<file path="config.mk">
export PLATFORM = sky130hd
export DESIGN_NAME = fill_row_gaps_top_flat
export DESIGN_NICKNAME = d
export VERILOG_FILES = /design/src/sv/frg_pkg.sv /design/src/sv/frg_in_if.sv /design/src/sv/frg_out_if.sv /design/src/sv/fill_row_gaps_top.sv /design/src/sv/frg_ctrl.sv /design/src/sv/frg_dp.sv /design/src/flat_wrapper.sv
export VERILOG_INCLUDE_DIRS = /design/src /design/src/sv
export SDC_FILE = /design/constraint.sdc
export NUM_CORES = 1
export LEC_CHECK = 0
export BUFFER_PORTS_ARGS = -buffer_cell sky130_fd_sc_hd__buf_2
export CORE_MARGIN = 1
export CORE_UTILIZATION = 30
export DETAILED_ROUTE_END_ITERATION = 8
export GPL_TIMING_DRIVEN = 1
export PLACE_DENSITY = 0.43
export SYNTH_ARGS = -nofsm -noshare
export SYNTH_HDL_FRONTEND = slang
export SYNTH_SLANG_ARGS = --single-unit
</file>
<file path="constraint.sdc">
create_clock -name clk -period 8.8 [get_ports clk]
set_input_delay 0.88 -clock clk [delete_from_list [all_inputs] [get_ports clk]]
set_output_delay 0.88 -clock clk [all_outputs]
set_load 0.05 [all_outputs]
</file>
<file path="src/sv/fill_row_gaps_top_assert.svh">
// ----------------------------------------------------------------------------
// Assertion macros for the row gap filler
// Clocked property wrappers shared by the controller and the datapath.
// ----------------------------------------------------------------------------
`ifndef FILL_ROW_GAPS_TOP_ASSERT_SVH
`define FILL_ROW_GAPS_TOP_ASSERT_SVH

// A property that must hold at every clock edge outside reset.
`define FRG_ASSERT(lbl, clk, rst, prop, msg) \
  lbl: assert property (@(posedge clk) disable iff (rst) (prop)) else $error(msg);

// A condition that must be followed in the next cycle by a consequence.
`define FRG_ASSERT_NEXT(lbl, clk, rst, ante, cons, msg) \
  lbl: assert property (@(posedge clk) disable iff (rst) (ante) |=> (cons)) else $error(msg);

`endif

</file>
<file path="src/sv/frg_pkg.sv">
// ----------------------------------------------------------------------------
// Row gap filler package
// Shared constants and the command and status bundles between the
// controller and the datapath.
// ----------------------------------------------------------------------------
package frg_pkg;

  // Width of the max_gap register and of the fill counter.
  localparam int GAP_BITS = 6;

  // Value of max_gap after reset.
  localparam logic [GAP_BITS-1:0] MAX_GAP_RESET = 6'd4;

  // Commands from the controller to the datapath.
  typedef struct packed {
    logic capture;    // latch the accepted input transaction
    logic eval;       // evaluate the gap and update the previous pair
    logic load_fill;  // load one gap row into the output register
    logic load_pass;  // load the current pair into the output register
  } frg_cmd_t;

  // Status from the datapath to the controller.
  typedef struct packed {
    logic fill_ok;    // the current pair opens a gap that is filled
    logic last_fill;  // one gap row remains
    logic slot_free;  // the output register can take a result this cycle
  } frg_status_t;

endpackage

</file>
<file path="src/sv/frg_in_if.sv">
// ----------------------------------------------------------------------------
// Input channel of the row gap filler
// Valid/ready channel carrying one (row, heat, first) entry.
// ----------------------------------------------------------------------------
interface frg_in_if #(
  parameter int ROW_BITS  = 32,
  parameter int HEAT_BITS = 32
);
  logic                        valid;
  logic                        ready;
  logic signed [ROW_BITS-1:0]  row;
  logic signed [HEAT_BITS-1:0] heat;
  logic                        first;

  modport source (output valid, row, heat, first, input ready);
  modport sink   (input valid, row, heat, first, output ready);
endinterface

</file>
<file path="src/sv/frg_out_if.sv">
// ----------------------------------------------------------------------------
// Output channel of the row gap filler
// Valid/ready channel carrying one emitted entry.
// ----------------------------------------------------------------------------
interface frg_out_if #(
  parameter int ROW_BITS  = 32,
  parameter int HEAT_BITS = 32
);
  logic                        valid;
  logic                        ready;
  logic signed [ROW_BITS-1:0]  out_row;
  logic signed [HEAT_BITS-1:0] out_heat;
  logic                        filled;
  logic                        last;

  modport source (output valid, out_row, out_heat, filled, last, input ready);
  modport sink   (input valid, out_row, out_heat, filled, last, output ready);
endinterface

</file>
<file path="src/sv/fill_row_gaps_top.sv">
// ----------------------------------------------------------------------------
// Row gap filler, top level
// Fills short runs of missing rows between same-side entries of a sorted list.
// ----------------------------------------------------------------------------
// Usage:
//   items carries one (row, heat, first) entry per transaction; first marks
//   the start of a new list and makes the block forget the previous entry.
//   results carries (out_row, out_heat, filled, last) transactions. When the
//   previous and current heats share a nonzero sign and between 1 and
//   min(max_gap, MAX_FILL) rows are missing, every missing row is emitted in
//   ascending order with the heat of smaller magnitude, filled set. The
//   current entry then always follows with filled clear and last set.
//   The user writes max_gap (cfg_we, cfg_wdata) only while idle; not enforced.
// Timing:
//   An entry is captured, then evaluated in the next cycle; without a fill
//   its result is loaded in that evaluation cycle if the output slot is free.
//   A gap yields one result per cycle from the single output register
//   unless the receiver stalls. One entry is in flight at a time.
// Reset and stalls:
//   Reset empties the output register, forgets the previous entry and sets
//   max_gap to 4. A stalled receiver holds the output register; the next
//   entry is still taken and evaluated, and the controller waits only when
//   it has a new result to load.
// ----------------------------------------------------------------------------
module fill_row_gaps_top #(
  parameter int ROW_BITS  = 32,
  parameter int HEAT_BITS = 32,
  parameter int MAX_FILL  = 63
) (
  input  logic                         clk,
  input  logic                         rst,
  input  logic                         cfg_we,
  input  logic [frg_pkg::GAP_BITS-1:0] cfg_wdata,
  frg_in_if.sink                       items,
  frg_out_if.source                    results
);

  frg_pkg::frg_cmd_t    cmd;
  frg_pkg::frg_status_t status;

  // The controller decides when each transaction is taken and when the
  // output register is loaded; the datapath holds every value.
  frg_ctrl u_ctrl (
    .clk      (clk),
    .rst      (rst),
    .in_valid (items.valid),
    .in_ready (items.ready),
    .status   (status),
    .cmd      (cmd)
  );

  frg_dp #(
    .ROW_BITS  (ROW_BITS),
    .HEAT_BITS (HEAT_BITS),
    .MAX_FILL  (MAX_FILL)
  ) u_dp (
    .clk       (clk),
    .rst       (rst),
    .cfg_we    (cfg_we),
    .cfg_wdata (cfg_wdata),
    .in_row    (items.row),
    .in_heat   (items.heat),
    .in_first  (items.first),
    .cmd       (cmd),
    .status    (status),
    .res       (results)
  );

endmodule

</file>
<file path="src/sv/frg_ctrl.sv">
// ----------------------------------------------------------------------------
// Row gap filler controller
// Sequences capture, evaluation, gap rows and the pass-through result.
// ----------------------------------------------------------------------------
`include "fill_row_gaps_top_assert.svh"

module frg_ctrl (
  input  logic                 clk,
  input  logic                 rst,
  input  logic                 in_valid,
  output logic                 in_ready,
  input  frg_pkg::frg_status_t status,
  output frg_pkg::frg_cmd_t    cmd
);

  typedef enum logic [1:0] {
    S_IDLE,
    S_EVAL,
    S_FILL,
    S_PASS
  } state_t;

  state_t state;
  state_t state_next;

  always_ff @(posedge clk) begin
    if (rst) begin
      state <= S_IDLE;
    end else begin
      state <= state_next;
    end
  end

  assign in_ready = (state == S_IDLE);

  always_comb begin
    cmd        = '0;
    state_next = state;
    case (state)
      S_IDLE: begin
        if (in_valid) begin
          cmd.capture = 1'b1;
          state_next  = S_EVAL;
        end
      end
      S_EVAL: begin
        cmd.eval = 1'b1;
        if (status.fill_ok) begin
          state_next = S_FILL;
        end else if (status.slot_free) begin
          // No gap to fill: the pair goes straight out.
          cmd.load_pass = 1'b1;
          state_next    = S_IDLE;
        end else begin
          state_next = S_PASS;
        end
      end
      S_FILL: begin
        if (status.slot_free) begin
          cmd.load_fill = 1'b1;
          if (status.last_fill) begin
            state_next = S_PASS;
          end
        end
      end
      S_PASS: begin
        if (status.slot_free) begin
          cmd.load_pass = 1'b1;
          state_next    = S_IDLE;
        end
      end
      default: begin
        state_next = S_IDLE;
      end
    endcase
  end

  `FRG_ASSERT(a_single_load, clk, rst, !(cmd.load_fill && cmd.load_pass), "two loads at once")
  `FRG_ASSERT_NEXT(a_fill_ends_in_pass, clk, rst, cmd.load_fill && status.last_fill, state == S_PASS, "final gap row not followed by the pass-through")

endmodule

</file>
<file path="src/sv/frg_dp.sv">
// ----------------------------------------------------------------------------
// Row gap filler datapath
// Holds the previous pair, the gap evaluation, the fill counter and the
// output register.
// ----------------------------------------------------------------------------
`include "fill_row_gaps_top_assert.svh"

module frg_dp #(
  parameter int ROW_BITS  = 32,
  parameter int HEAT_BITS = 32,
  parameter int MAX_FILL  = 63
) (
  input  logic                                clk,
  input  logic                                rst,
  input  logic                                cfg_we,
  input  logic [frg_pkg::GAP_BITS-1:0]        cfg_wdata,
  input  logic signed [ROW_BITS-1:0]          in_row,
  input  logic signed [HEAT_BITS-1:0]         in_heat,
  input  logic                                in_first,
  input  frg_pkg::frg_cmd_t                   cmd,
  output frg_pkg::frg_status_t                status,
  frg_out_if.source                           res
);

  localparam int GB = frg_pkg::GAP_BITS;

  logic [GB-1:0]               max_gap;
  logic signed [ROW_BITS-1:0]  cur_row;
  logic signed [HEAT_BITS-1:0] cur_heat;
  logic                        cur_first;
  logic signed [ROW_BITS-1:0]  prev_row;
  logic signed [HEAT_BITS-1:0] prev_heat;
  logic                        have_prev;
  logic signed [ROW_BITS-1:0]  fill_row;
  logic signed [HEAT_BITS-1:0] fill_heat;
  logic [GB-1:0]               remaining;
  logic                        out_valid;

  logic [GB-1:0]               limit;
  logic [ROW_BITS:0]           lim_ext;
  logic [ROW_BITS:0]           diff;
  logic [ROW_BITS:0]           diff_m1;
  logic                        same_side;
  logic signed [HEAT_BITS-1:0] fill_val;

  // Fill limit is the smaller of the register and the build-time capacity.
  assign limit   = (max_gap < GB'(MAX_FILL)) ? max_gap : GB'(MAX_FILL);
  assign lim_ext = (ROW_BITS+1)'({1'b0, limit} + (GB+1)'(1));

  // Row difference with one extra bit so that it never wraps.
  assign diff    = {cur_row[ROW_BITS-1], cur_row} - {prev_row[ROW_BITS-1], prev_row};
  assign diff_m1 = diff - (ROW_BITS+1)'(1);

  assign same_side = (prev_heat[HEAT_BITS-1] == cur_heat[HEAT_BITS-1])
                     && (prev_heat != '0) && (cur_heat != '0);

  // Heat of smaller magnitude on the common side.
  always_comb begin
    if (!prev_heat[HEAT_BITS-1]) begin
      fill_val = (prev_heat < cur_heat) ? prev_heat : cur_heat;
    end else begin
      fill_val = (prev_heat > cur_heat) ? prev_heat : cur_heat;
    end
  end

  assign status.fill_ok   = have_prev && !cur_first && same_side && !diff[ROW_BITS]
                            && (diff >= (ROW_BITS+1)'(2)) && (diff <= lim_ext);
  assign status.last_fill = (remaining == GB'(1));
  assign status.slot_free = !out_valid || res.ready;

  assign res.valid = out_valid;

  always_ff @(posedge clk) begin
    if (rst) begin
      max_gap   <= frg_pkg::MAX_GAP_RESET;
      have_prev <= 1'b0;
      out_valid <= 1'b0;
    end else begin
      if (cfg_we) begin
        max_gap <= cfg_wdata;
      end
      if (cmd.eval) begin
        have_prev <= 1'b1;
      end
      if (cmd.load_fill || cmd.load_pass) begin
        out_valid <= 1'b1;
      end else if (res.ready) begin
        out_valid <= 1'b0;
      end
    end
  end

  always_ff @(posedge clk) begin
    if (cmd.capture) begin
      cur_row   <= in_row;
      cur_heat  <= in_heat;
      cur_first <= in_first;
    end
    if (cmd.eval) begin
      prev_row  <= cur_row;
      prev_heat <= cur_heat;
      fill_row  <= prev_row + ROW_BITS'(1);
      fill_heat <= fill_val;
      remaining <= diff_m1[GB-1:0];
    end
    if (cmd.load_fill) begin
      res.out_row  <= fill_row;
      res.out_heat <= fill_heat;
      res.filled   <= 1'b1;
      res.last     <= 1'b0;
      fill_row     <= fill_row + ROW_BITS'(1);
      remaining    <= remaining - GB'(1);
    end else if (cmd.load_pass) begin
      res.out_row  <= cur_row;
      res.out_heat <= cur_heat;
      res.filled   <= 1'b0;
      res.last     <= 1'b1;
    end
  end

  `FRG_ASSERT_NEXT(a_fill_result, clk, rst, cmd.load_fill, res.valid && res.filled && !res.last, "gap row loaded with wrong flags")
  `FRG_ASSERT_NEXT(a_pass_result, clk, rst, cmd.load_pass, res.valid && res.last && !res.filled && res.out_row == $past(cur_row), "pass-through loaded wrongly")

endmodule
</file>
<file path="src/flat_wrapper.sv">
// flat-port wrapper written by rule: the top's interface ports become plain ports
module fill_row_gaps_top_flat 
#(
  parameter int ROW_BITS  = 32,
  parameter int HEAT_BITS = 32,
  parameter int MAX_FILL  = 63
)
  (clk, rst, cfg_we, cfg_wdata, items_valid, items_row, items_heat, items_first, items_ready, results_valid, results_out_row, results_out_heat, results_filled, results_last, results_ready);
  frg_in_if #(.ROW_BITS(ROW_BITS), .HEAT_BITS(HEAT_BITS)) items_i ();
  frg_out_if #(.ROW_BITS(ROW_BITS), .HEAT_BITS(HEAT_BITS)) results_i ();
  input  logic clk;
  input  logic rst;
  input  logic cfg_we;
  input  logic [frg_pkg::GAP_BITS-1:0] cfg_wdata;
  input wire logic [$bits(items_i.valid)-1:0] items_valid;
  input wire logic [$bits(items_i.row)-1:0] items_row;
  input wire logic [$bits(items_i.heat)-1:0] items_heat;
  input wire logic [$bits(items_i.first)-1:0] items_first;
  output wire logic [$bits(items_i.ready)-1:0] items_ready;
  output wire logic [$bits(results_i.valid)-1:0] results_valid;
  output wire logic [$bits(results_i.out_row)-1:0] results_out_row;
  output wire logic [$bits(results_i.out_heat)-1:0] results_out_heat;
  output wire logic [$bits(results_i.filled)-1:0] results_filled;
  output wire logic [$bits(results_i.last)-1:0] results_last;
  input wire logic [$bits(results_i.ready)-1:0] results_ready;
  assign items_i.valid = items_valid;
  assign items_i.row = items_row;
  assign items_i.heat = items_heat;
  assign items_i.first = items_first;
  assign items_ready = items_i.ready;
  assign results_valid = results_i.valid;
  assign results_out_row = results_i.out_row;
  assign results_out_heat = results_i.out_heat;
  assign results_filled = results_i.filled;
  assign results_last = results_i.last;
  assign results_i.ready = results_ready;
  fill_row_gaps_top #(.ROW_BITS(ROW_BITS), .HEAT_BITS(HEAT_BITS), .MAX_FILL(MAX_FILL)) u_core (.clk(clk), .rst(rst), .cfg_we(cfg_we), .cfg_wdata(cfg_wdata), .items(items_i), .results(results_i));
endmodule
</file>
After elaboration in Yosys (flattened, before gate mapping)
Cells that the tools add are included.
- input port bits: 76
- register bits: 275
- $lt $le $gt $ge: 5
- equal/unequal tests: 9
- multiplexer cells: 28
- add/subtract/negate cells: 6
- reduce and logical (&&, ||, !) cells: 19
- operators with widths (cell ; count):
    32-bit 2-to-1 mux ; 9
    32-bit by 2-bit adder with 32-bit output (second input constant) ; 2
    32-bit nonzero test ; 2
    33-bit by 2-bit greater-or-equal comparator with 1-bit output (second input constant) ; 1
    33-bit by 7-bit less-or-equal comparator with 1-bit output ; 1
    32-bit by 32-bit subtractor with 33-bit output ; 1
    32-bit > comparator ; 1
    32-bit < comparator ; 1
    6-bit 2-to-1 mux ; 3
    2-bit 2-to-1 mux ; 6
    6-bit by 1-bit subtractor with 6-bit output (second input constant) ; 2
    1-bit 2-to-1 mux ; 8
    2-bit one-hot mux with 4 select lines ; 1
    6-bit by 1-bit adder with 7-bit output (second input constant) ; 1
    1-bit logical AND ; 7
    6-bit by 1-bit == test with 1-bit output (second input constant) ; 1
    6-bit < comparator (second input constant) ; 1
    2-bit by 1-bit inequality test with 1-bit output (second input constant) ; 3
    2-bit nonzero test ; 3
    2-bit == test (second input constant) ; 2
    4-bit AND reduction ; 1
    1-bit zero test ; 3
    2-bit by 1-bit == test with 1-bit output (second input constant) ; 1
    2-bit zero test ; 1
    4 further kinds ; 5

Longest topological paths before layout
Gate-level depths: netlist of the first run.
- word-level depth: 11
- gate-level depth with buffers: 17
- depth with buffers taken out: 16

By module
A second synthesis of the first run with hierarchy kept.
- cell total of the unflattened synthesis: 1258
- area total of the unflattened synthesis: 14602.8 µm²
- modules (own cells, without submodules) (module ; instances ; cells an instance ; area each (µm²)):
    frg_dp ; 1 ; 1242 ; 14476.4
    frg_ctrl ; 1 ; 16 ; 126.4

Worst setup path after synthesis of the first run
OpenSTA, ideal clock, no wires.
- path type: reg2reg
- start: register u_core.u_dp.cur_row[0]
- end: register u_core.u_dp.res.out_heat[0], enable pin
- path slack: 0.725 ns
- library setup time: 0.574 ns
- arrival: 7.501 ns
- buffers on the path: 0
- period minus slack after synthesis: 8.075 ns
- cell stages (with the launch flop): 17
- path through: edfxtp_1 -> inv_1 -> ha_1 -> fa_1 -> nand2b_1 -> a211oi_1 -> nor2_1 -> xnor2_1 -> ha_1 -> o21a_1 -> o22ai_1 -> a21o_1 -> nand4_1 -> nor4_1 -> and4_1 -> and4_1 -> o21ai_0
- longest elaborated chain between the ends: 8
- ends and longest elaborated chain (what ; RTL line ; source):
    start, declared ; frg_dp.sv:28 ; logic signed [ROW_BITS-1:0] cur_row;
    start signal, assigned ; frg_dp.sv:95 ; cur_row <= in_row;
    32-bit by 32-bit subtractor with 33-bit output (*) ; frg_dp.sv:51 ; assign diff = {cur_row[ROW_BITS-1], cur_row} - {prev_row[ROW_BITS-1], prev_row};
    branches (longest 3 deep; another with 33-bit by 2-bit greater-or-equal comparator with 1-bit output) ; n/a ;
    1-bit logical AND (*) ; frg_dp.sv:67 ; && (diff >= (ROW_BITS+1)'(2)) && (diff <= lim_ext);
    1-bit 2-to-1 mux (*) ; frg_ctrl.sv:48 ; if (status.fill_ok) begin
    1-bit one-hot mux with 2 select lines (*) ; frg_ctrl.sv:39 ; case (state)
    2-bit nonzero test (no source line) (*) ; n/a ;
    end signal, assigned ; frg_dp.sv:108 ; res.out_heat <= fill_heat;
    end signal, assigned ; frg_dp.sv:115 ; res.out_heat <= cur_heat;
    end, declared ; frg_out_if.sv:16 ; modport source (output valid, out_row, out_heat, filled, last, input ready);
Mark *: on every way between the ends.
A chain may end at the register's enable or synchronous reset.

Worst setup path in the final report of the first run
- start: register u_core.u_dp.cur_row[0]
- end: register u_core.u_dp.res.out_row[9], enable pin
- longest elaborated chain between the ends: 8
- ends and longest elaborated chain (what ; RTL line ; source):
    32-bit by 32-bit subtractor with 33-bit output (*) ; frg_dp.sv:51 ;
    branches (longest 3 deep; another with 33-bit by 2-bit greater-or-equal comparator with 1-bit output) ; n/a ;
    1-bit logical AND (*) ; frg_dp.sv:67 ;
    1-bit 2-to-1 mux (*) ; frg_ctrl.sv:48 ;
    1-bit one-hot mux with 2 select lines (*) ; frg_ctrl.sv:39 ;
    2-bit nonzero test (no source line) (*) ; n/a ;
    end signal, assigned ; frg_dp.sv:107 ; res.out_row <= fill_row;
    end signal, assigned ; frg_dp.sv:114 ; res.out_row <= cur_row;
    end, declared ; frg_out_if.sv:16 ;
Marks and branches as above.

==> results of run 1 <==
==> metal layers <==
metal	vias to the layer above	part of all wire (%)	track usage, %	routed length [um]
met5	-	0.13	0	51
met4	6	2.9	5.79	1150
met3	65	4.0	3.10	1610
met2	184	48	27.2	19100
met1	4976	45	20.5	18000
li1	5190	-	-	-
==> final cells by class <==
| class | instances | share of cell area, % |
|---|---|---|
| flip-flops and latches | 275 | 47.3 |
| multi-input cells | 907 | 35.3 |
| clock buffers | 40 | 5.20 |
| repair buffers | 155 | 4.68 |
| well taps | 615 | 4.47 |
| inverters | 88 | 1.92 |
| clock inverters | 22 | 1.11 |
| diodes | 2 | 0.0291 |
==> flip-flops by register name (all words and copies together) (netlist names), 32 cells and up, named ones only <==
register                  count
u_core.u_dp.cur_heat         32
u_core.u_dp.cur_row          32
u_core.u_dp.fill_heat        32
u_core.u_dp.fill_row         32
u_core.u_dp.prev_heat        32
u_core.u_dp.prev_row         32
u_core.u_dp.res.out_heat     32
u_core.u_dp.res.out_row      32
==> through the flow <==
step           worst slack [ps]  instance area [um2]  instances  total power (W)  hold slack [ps]
2_1_floorplan               725                14700       1320          0.00222              426
3_3_place_gp               3460                16100       2040          0.00242              439
3_5_place_dp               3330                16100       2040          0.00243              435
4_1_cts                    3330                17200       2102          0.00385              453
5_1_grt                    2990                17200       2102          0.00396              464
6_report                   3340                17200       2104          0.00378              453
==> where the power goes <==
group	total [W]	switching, W	leakage [nW]	internal (W)
Sequential	0.00165	0.0000670	2.57	0.00159
Combinational	0.000738	0.000493	3.56	0.000245
Clock	0.00139	0.000590	0.530	0.000798
==> logic make-up (layout without fill, tap and decap cells) <==
| group | after synthesis | count (layout) |
|---|---|---|
| and+or+nand+nor | 434 | 434 |
| AOI/OAI and AO/OA | 291 | 291 |
| DFF | 275 | 275 |
| buffers and inverters | 138 | 305 |
| adders and majority gates | 79 | 79 |
| xor gates and xnor gates | 54 | 54 |
| muxes | 49 | 49 |
| other | 0 | 2 |
==> worst max-delay path by stage <==
stage | depth (start not counted) | from | end
6_report | 17 | u_core.u_dp.cur_row[0] | u_core.u_dp.res.out_row[9]
5_1_grt | 17 | u_core.u_dp.cur_row[0] | u_core.u_dp.res.out_row[9]
4_1_cts | 17 | u_core.u_dp.cur_row[0] | u_core.u_dp.res.out_row[9]
3_5_place_dp | 17 | u_core.u_dp.cur_row[0] | u_core.u_dp.res.out_row[9]
3_3_place_gp | 17 | u_core.u_dp.cur_row[0] | u_core.u_dp.res.out_row[9]
2_1_floorplan | 16 | u_core.u_dp.cur_row[0] | u_core.u_dp.res.out_heat[0]
==> cell usage after synthesis (all sizes together), types with 3 or more instances <==
cell / count
edfxtp: 263
nand2: 205
inv: 88
o21ai: 82
ha: 78
a21oi: 64
nor2: 60
clkbuf: 39
mux2: 37
nand3: 35
xnor2: 30
nand4: 26
nor3: 26
nor4: 24
xor2: 24
a21boi: 22
a31oi: 16
o21a: 16
a21o: 12
dfxtp: 12
mux2i: 12
o211ai: 12
buf: 11
and3: 10
nor2b: 10
or3: 10
a211oi: 9
nand2b: 6
o21bai: 6
o221ai: 6
o31ai: 6
a2111oi: 5
and2: 5
o2111ai: 5
a211o: 4
and4: 4
o22ai: 4
or2: 4
a21bo: 3
nand3b: 3
o2111a: 3
o41ai: 3
==> critical path, stage by stage, from the launching register on <==
cell and delay (ps):
edfxtp_1 340, inv_1 70, ha_1 230, fa_1 400, nand2b_1 170, a211oi_1 670, nor2_1 140, xnor2_1 260
ha_1 290, nand4_1 100, o22ai_1 80, a21o_1 170, nand4_1 100, nor4_1 60, and4_1 200, and4_1 240
o21ai_4 880, buf_4 590
==> flow_summary.yaml, run 1 <==
status:
  outcome: "finished, final reports clean"
sta:
  maxClockFrequency_mhz: 183
  fin_skew_ps: 25.5
  timing.final.hold_violations: 0
  shortest_period_the_worst_path_allows_ps: 5460
  worst_slew_margin_relative_to_its_limit_pct: 23.0
  setup-violations-final: 0
  worst_slew_pin_slew_ps: 1150
  final_sum_of_negative_setup_slack_ps: 0
  grt_setup_unrepaired: "no"
  drv_slew: 0
  post-route-period-util_pct: 62.0
placement:
  dp.final_hpwl_um: 28900
  buffer_ports.inserted: 143
  routabilityCongestion: 0.887
worst_setup_path:
  critical_setup_path_class: "reg -> reg"
  critPathArrivalTime_ps: 5630
  reg2reg_slack_ps: 3340
  path_max_fanout: 38
  crit-reg2reg-launch: "u_core.u_dp.cur_row[0]"
  r2r-end: "u_core.u_dp.res.out_row[9]"
  end_kind: "register"
  cp.required_ps: 8970
  timing.reg2reg.worst_path_depth: 17
  worstSetupStartpointType: "register"
synth:
  synth_top_family_by_area: "simple AND/OR/NAND/NOR gates"
  leading_area_contributor_after_synthesis: "edfxtp_1"
  syn_inst: 1320
  synthesis.yosys.warnings: 0
  yosysUniqueCellTypes: 72
  synthXorXnorAreaFrac_pct: 3.21
  synth_async_sr_flop_share_pct: 0
  synthTopCellsByArea: "edfxtp_1, ha_1, nand2_1"
  post_synthesis_compound_gate_area_fraction_pct: 12.8
  syn_nets: 1475
  post_synthesis_share_of_cell_area_spent_on_and_or_nand_and_nor_gates_pct: 13.7
  synth_enable_flop_cells: 263
  synthMuxAreaShare_pct: 4.52
  number_of_synthesized_register_bits: 275
  yosys_most_used_dff: "edfxtp_1"
  syn_area_per_cell_um2: 11.2
  ys_seq_area_share_pct: 55.3
  synth_area_um2: 14700
  yosys.area.top_type_share_pct: 53.6
  post_synthesis_share_of_cell_area_spent_on_full_adders_half_adders_and_majority_gates_pct: 6.76
grt:
  grt_antenna_before_repair: 5
  global_route.overflow_total: 0
  grt_first_pass_wirelength_um: 62500
  via_count_of_the_first_global_routing_pass: 10900
  grt_max_degree: 59
  grt_usage_pct: 16.1
clock_tree:
  postCtsHoldBufs: 0
  root_buffer: "clkbuf_16"
  worst_setup_hold_path_clk_slew_ps: 60
  cts_resized: 0
  clock_insertion_delay_worst_skew_ps: 560
  cts_buffer_depth: 3
  cts.htree.levels: 2
  clock-sinks: 275
  cts_post_setup_buffers_inserted: 0
  tritoncts: "built"
  cts_made_buffers: 35
floorplanning:
  io_pins: 144
  initial_utilization_pct: 30.6
  die_height_um: 224
  die_width_um: 224
  design.core.area_um2: 48000
  die_area_um2: 50000
  core.rowCount: 80
power_and_ir_drop:
  power.static_leakage_nw: 6.65
  p_per_cell_area_nw_per_um2: 220
  max-vdd-ir-drop_uv: 142
route:
  drc_errors: 0
  detailedRoute.firstPassIterationCount: 7
  routedWlPerCell_um: 18.9
  via_per_instance_ratio: 4.95
  via_count: 10400
  drtIter0Drc: 636
  detail-route-antenna-nets: 0
  routed_wirelength_um: 39900
layout:
  num-fill-cells: 4841
  regArea_um2: 8140
  multi_input_area_um2: 6080
  layout-area-overhead-vs-synth_pct: 16.9
  most-common-layout-cells: "edfxtp_1, nand2_1, buf_2, inv_1, ha_1"
  layout.core_utilization_pct: 35.8
  num-nets-final: 1617
  layout-drive-gt1-share_pct: 17.6
  layout_commonest_cell: "edfxtp_1"
min_path:
  timing.hold.worst.class: "reg -> reg"
  holdPathEnd: "u_core.u_dp.prev_row[0]"
  worst_hold_startpoint: "u_core.u_dp.cur_row[0]"
  hold_depth: 0
run:
  cap_violations: 0
No activity file was read; power rests on OpenSTA's default activity.
==> run 2: changes to the inputs <==
--- a/config.mk
+++ b/config.mk
@@ -11,7 +11,7 @@
 export CORE_UTILIZATION = 30
 export DETAILED_ROUTE_END_ITERATION = 8
 export GPL_TIMING_DRIVEN = 1
-export PLACE_DENSITY = 0.43
+export PLACE_DENSITY = 0.45
 export SYNTH_ARGS = -nofsm -noshare
 export SYNTH_HDL_FRONTEND = slang
 export SYNTH_SLANG_ARGS = --single-unit
==> constraint.sdc (replaced) <==
create_clock -name clk -period 4.49 [get_ports clk]
set_input_delay 0.449 -clock clk [delete_from_list [all_inputs] [get_ports clk]]
set_output_delay 0.449 -clock clk [all_outputs]
set_load 0.05 [all_outputs]
==> flow_summary.yaml, run 2 (synthesis gave the netlist of run 1 again) <==
status:
  outcome: "finished, final reports clean"
clock_tree:
  cts_made_buffers: 34
  clock_insertion_delay_worst_skew_ps: 570
  cts_post_setup_buffers_inserted: 0
  cts_resized: 0
  clock-sinks: 275
  tritoncts: "built"
  root_buffer: "clkbuf_16"
  postCtsHoldBufs: 0
  cts_buffer_depth: 3
  worst_setup_hold_path_clk_slew_ps: 60
  cts.htree.levels: 2
sta:
  maxClockFrequency_mhz: 244
  timing.final.hold_violations: 0
  worst_slew_margin_relative_to_its_limit_pct: 30.6
  setup-violations-final: 0
  grt_setup_unrepaired: "no"
  drv_slew: 0
  final_sum_of_negative_setup_slack_ps: 0
  worst_slew_pin_slew_ps: 1040
  post-route-period-util_pct: 91.3
  whs_ps: 51.0
  fin_skew_ps: 39.8
  shortest_period_the_worst_path_allows_ps: 4100
route:
  via_per_instance_ratio: 4.95
  drtIter0Drc: 614
  routedWlPerCell_um: 18.6
  detailedRoute.firstPassIterationCount: 5
  drc_errors: 0
  via_count: 10400
  routed_wirelength_um: 39100
  detail-route-antenna-nets: 0
worst_setup_path:
  worstSetupStartpointType: "register"
  critPathArrivalTime_ps: 4400
  worstSetupEndpoint: "u_core.u_dp.fill_heat[0]"
  cp.required_ps: 4800
  timing.reg2reg.worst_path_depth: 11
  r2r-end: "u_core.u_dp.fill_heat[0]"
  reg2reg_slack_ps: 390
  path_max_fanout: 22
  setup.worst_path.start: "u_core.u_dp.prev_heat[31]"
  end_kind: "register"
  crit-reg2reg-launch: "u_core.u_dp.prev_heat[31]"
  critical_setup_path_class: "reg -> reg"
power_and_ir_drop:
  power.static_leakage_nw: 6.71
  p_per_cell_area_nw_per_um2: 427
  max-vdd-ir-drop_uv: 226
layout:
  num-fill-cells: 4811
  num-nets-final: 1626
  layout-area-overhead-vs-synth_pct: 17.9
  most-common-layout-cells: "edfxtp_1, nand2_1, buf_2, inv_1, ha_1"
  multi_input_area_um2: 6100
  antennaDiodeCount: 0
  regArea_um2: 8140
  layout_commonest_cell: "edfxtp_1"
  layout-drive-gt1-share_pct: 18.3
placement:
  buffer_ports.inserted: 143
  dp.final_hpwl_um: 28200
  routabilityCongestion: 0.895
floorplanning:
  initial_utilization_pct: 30.6
  design.core.area_um2: 48000
  die_height_um: 224
  io_pins: 144
  core.rowCount: 80
  die_width_um: 224
  die_area_um2: 50000
grt:
  via_count_of_the_first_global_routing_pass: 10600
  grt_first_pass_wirelength_um: 61000
  grt_max_degree: 119
  grt_antenna_before_repair: 0
  grt_usage_pct: 15.7
  global_route.overflow_total: 0
min_path:
  timing.hold.worst.class: "in -> reg"
run:
  cap_violations: 0
[run 2: cell count changes in the layout (fill, tap and decap cells not counted), moves of 2 or more]
cell      change
clkinv_8      +2
clkinv_1      -3
buf_12        +5
inv_16        -2
diode_2       -2
buf_4         +4
[run 2: final cells by class]
class                   instances  area share [%]
clock inverters                20            1.18
clock buffers                  39            5.01
repair buffers                165            5.46
multi-input cells             907            35.1
well taps                     615            4.43
flip-flops and latches        275            46.9
inverters                      88            1.90
[run 2: metrics by stage]
step	instance area [um2]	worst slack [ps]	instances	utilization (%)	total power, W
2_1_floorplan	14700	114	1320	-	0.00433
3_3_place_gp	16300	388	2050	33.9	0.00478
3_5_place_dp	16300	196	2050	33.9	0.00478
4_1_cts	17300	212	2109	36.1	0.00751
5_1_grt	17400	38.7	2109	36.1	0.00777
6_report	17400	392	2109	36.1	0.00741
[run 2: worst min path at each step]
stage                                       from                  endpoint  slack, ps  cells past startpoint
after global placement    u_core.u_dp.cur_row[0]   u_core.u_dp.prev_row[0]        430                      0
after global routing              items_heat[20]  u_core.u_dp.cur_heat[20]         10                      1
after floorplan           u_core.u_dp.cur_row[0]   u_core.u_dp.prev_row[0]        430                      0
final                             items_heat[27]  u_core.u_dp.cur_heat[27]         50                      1
after detailed placement  u_core.u_dp.cur_row[0]   u_core.u_dp.prev_row[0]        440                      0
after CTS                         items_heat[14]  u_core.u_dp.cur_heat[14]         20                      1
[run 2: power breakdown]
group          internal, W  switching [W]  total (W)
clock              0.00153        0.00116    0.00268
sequential         0.00311       0.000135    0.00324
combinational     0.000505       0.000980    0.00148
total              0.00514        0.00227    0.00741
[run 2: critical path: stages (launching register included)]
cell and delay [ps]:
edfxtp_1 510, ha_1 450, and4_1 260, nand4_1 130, or3_1 440, or2_4 300
a2111oi_1 450, nor4b_1 140, mux2_4 350, mux2i_4 210, buf_12 240, mux2_1 340
[run 2: layer usage]
layer / GRT usage (%) / vias to the layer above / share of wire, %
met1: 21.2 / 5021 / 48
met3: 3.19 / 36 / 4.1
met4: 3.45 / 0 / 1.5
met2: 26.1 / 194 / 47
met5: 0 / - / 0
li1: - / 5193 / -
